$ cat config.mk
export PLATFORM = sky130hd
export DESIGN_NAME = oahm_fifo
export DESIGN_NICKNAME = d
export VERILOG_FILES = /design/src/design/open_addressing_hash_map_unit_defines.svh /design/src/design/oahm_fifo.sv
export SDC_FILE = /design/constraint.sdc
export NUM_CORES = 1
export LEC_CHECK = 0
export BUFFER_PORTS_ARGS = -buffer_cell sky130_fd_sc_hd__buf_2
export CORE_ASPECT_RATIO = 1.2
export CORE_MARGIN = 4
export CORE_UTILIZATION = 40
export DETAILED_ROUTE_END_ITERATION = 10
export MAX_ROUTING_LAYER = met4
export PLACE_DENSITY = 0.74
export SETUP_SLACK_MARGIN = 0.4
export SLEW_MARGIN = 40
export SYNTH_ARGS = -nofsm -noshare
export SYNTH_HDL_FRONTEND = slang
export SYNTH_SLANG_ARGS = --single-unit
$ cat constraint.sdc
create_clock -name clk -period 1.7 [get_ports clk]
set_input_delay 0.255 -clock clk [delete_from_list [all_inputs] [get_ports clk]]
set_output_delay 0.255 -clock clk [all_outputs]
set_load 0.005 [all_outputs]
$ cat src/design/open_addressing_hash_map_unit_defines.svh
// Assertion helpers for the asserting file.
`ifndef OPEN_ADDRESSING_HASH_MAP_UNIT_DEFINES_SVH
`define OPEN_ADDRESSING_HASH_MAP_UNIT_DEFINES_SVH

// Check on every edge outside reset.
`define OAHM_ASSERT(lbl, ck, rn, prop, msg) \
  lbl: assert property (@(posedge ck) disable iff (!rn) prop) else $error(msg);

// Check on every edge, reset included.
`define OAHM_ASSERT_ALWAYS(lbl, ck, prop, msg) \
  lbl: assert property (@(posedge ck) prop) else $error(msg);

`endif

$ cat src/design/oahm_fifo.sv
`timescale 1ns / 1ps
module oahm_fifo #(
  parameter int W = 8
) (
  input  logic         clk,
  input  logic         rst_n,
  input  logic         push,
  input  logic [W-1:0] wdata,
  output logic         full,
  input  logic         pop,
  output logic [W-1:0] rdata,
  output logic         empty
);

  logic [W-1:0] mem [2];
  logic         wp_r, wp_nxt, rp_r, rp_nxt;
  logic [1:0]   cnt_r, cnt_nxt;

  assign full  = cnt_r == 2'd2;
  assign empty = cnt_r == 2'd0;
  assign rdata = mem[rp_r];

  always_comb begin
    wp_nxt  = wp_r;
    rp_nxt  = rp_r;
    cnt_nxt = cnt_r;
    if (push && !full) begin
      wp_nxt = !wp_r;
    end
    if (pop && !empty) begin
      rp_nxt = !rp_r;
    end
    if ((push && !full) && !(pop && !empty)) begin
      cnt_nxt = cnt_r + 2'd1;
    end else if (!(push && !full) && (pop && !empty)) begin
      cnt_nxt = cnt_r - 2'd1;
    end
  end

  always_ff @(posedge clk) begin
    if (!rst_n) begin
      wp_r  <= 1'b0;
      rp_r  <= 1'b0;
      cnt_r <= 2'd0;
    end else begin
      wp_r  <= wp_nxt;
      rp_r  <= rp_nxt;
      cnt_r <= cnt_nxt;
    end
  end

  always_ff @(posedge clk) begin
    if (push && !full) begin
      mem[wp_r] <= wdata;
    end
  end

endmodule

==> reports/metrics.yaml <==
outcome: "completed"
p_int_w: 0.00117
post-route-util_pct: 60.9
clk_pin_slew_ns: 0.11
grt_max_degree: 13
maxSlewViolCount: 0
synth_top_area_share_pct: 59.8
design_area_um2: 1140
p_comb_share_pct: 40.0
skew_ns: 0.00315
antenna-diode-count: 0
place_congestion: 0.685
p_seq_share_pct: 45.9
critPathKind: "reg2out"
syn_nets: 64
layout_common_cells: "edfxtp_1 (16), buf_2 (13), buf_6 (10)"
wl_per_cell_um: 14.2
power_switching_w: 0.000482
synth_cells: 51
grt_overflow: 0
avgSynthCellArea_um2: 15.8
worstHoldPathType: "in2reg"
h-tree-depth: 1
yosysTopAreaCell: "edfxtp_1"
fin_tns_setup_ns: 0
die_w_um: 48.9
cts_buffers: 3
synth.ff_latch_count: 21
worstSkewPairLatency_ns: 0.30
ctsRootBufferMaster: "clkbuf_4"
synth-seq-area-share_pct: 72.3
netSwitchingFraction_pct: 29.1
period_minus_slack_ns: 1.44
worst_slew_pin_slew_ns: 0.214
yosysWarnings: 0
holdWs_ns: 0.138
required_ns: 1.44
core-area_um2: 1870
max_freq_mhz: 693
dr.pass1.iters: 2
final_common_cell: "edfxtp_1"
grt_pass1_vias: 518
synth_area_leaders: "edfxtp_1 (60%), dfxtp_1 (12%), mux2_2 (11%), xor2_1 (3.3%), nor2_1 (2.3%)"
drive_gt1_share_pct: 61.7
cts_tree: "built"
grt_first_pass_wirelength_um: 2330
via_count: 504
grt_use_total_pct: 11.1
nets: 95
setup_viol: 0
relSlewSlack_pct: 85.7
postCtsHoldBufs: 0
start_util_pct: 42.9
num_rows: 17
clock_path_buffers: 2
maxCapViolations: 0
worstSetupEndpointType: "primary output"
antenna_found_initial: 0
die_h_um: 57.1
dieArea_um2: 2790
ant_nets: 0
start_kind: "register"
period_share_pct: 84.9
clkPwrFrac_pct: 14.1
dp_hpwl_um: 903
routed_via_density: 5.04
pwr_density_cell_nw_per_um2: 1450
cp.arrival_ns: 1.19
p_total_w: 0.00166
ir_worst_vdd_mv: 0.853
cts.sinks: 21
route.detailed.drc: 0
synth_area_um2: 803
p_leak_nw: 0.474
finalHoldViolCount: 0
top_level_ports: 22
drt_iter0_markers: 1
port_buffers: 21
rsz0062_at_grt: "true"
post_synth_num_cell_types: 16
areaGrowthSynthToFinish_pct: 41.9
crit_path_max_fanout: 8
finalWirelength_um: 1420
dpl_cell_area_um2: 951
[flip-flops by register name, indices dropped and copies added (netlist names), named ones only]
name and count:
rp_r 1, mem 16, wp_r 1, cnt_r 2
[path summary, 6_finish.rpt]
kind         startpoint         to  slack, ns  cells after the start
max reg2reg    cnt_r[0]   cnt_r[1]       0.26                      7
max            register   rdata[6]       0.26                      2
min            wdata[3]  mem[1][3]       0.14                      1
min reg2reg        rp_r       rp_r       0.52                      2
[critical path: stages (launching register included)]
cell and delay, ns:
dfxtp_4 0.46, mux2_4 0.32, buf_6 0.11
[metrics by stage]
step	worst slack, ns	std cells
final	0.256	100
after CTS	0.245	99
after detailed placement	0.193	91
after global placement	0.281	91
after floorplan	0.298	51
after global routing	0.207	100
[area by class of cell]
cell class,count,area [um2]
fill,156,732
sequential,21,589
multi-input combinational,26,278
timing repair buffer,27,208
tap,19,23.8
clock buffer,3,22.5
inverter,3,13.8
clock inverter,1,5.00
[synthesized netlist by cell type, drive strengths merged]
library cell	number
o21ai	2
a21boi	1
o21a	1
inv	3
buf	1
mux2	8
ha	1
edfxtp	16
xor2	3
dfxtp	5
nand2b	1
or3	1
and3	1
a21oi	1
nor2	5
nor3	1
[power groups by stage]
stage / logic, W / clock network [W] / registers, W
2_1_floorplan: 0.000297 / 0 / 0.000708
3_3_place_gp: 0.000400 / 0 / 0.000739
3_5_place_dp: 0.000413 / 0 / 0.000744
4_1_cts: 0.000610 / 0.000237 / 0.000754
5_1_grt: 0.000721 / 0.000257 / 0.000772
6_report: 0.000662 / 0.000233 / 0.000760
[cell families after synthesis]
kind of cell / count (synthesis) / synth area share [%]
compound gates: 5 / 3.74
xor+xnor: 3 / 3.27
fa+ha+maj: 1 / 1.56
buf+inv: 4 / 2.02
flops: 21 / 72.3
mux: 8 / 11.2
simple gates: 9 / 5.92
[what timing repair did]
action,CTS,global route
buffers inserted,4,1
gates resized for setup,22,6
endpoints found under the setup margin,17,28
pin swaps,4,3
[per-layer routing]
layer | track usage, % | wire, um | vias to the layer above
li1 | - | - | 245
met2 | 17.4 | 693 | 19
met3 | 3.39 | 113 | 4
met1 | 12.9 | 576 | 236
met5 | - | 0 | -
met4 | 5.77 | 31 | 0
No activity file was read; power rests on OpenSTA's default activity.
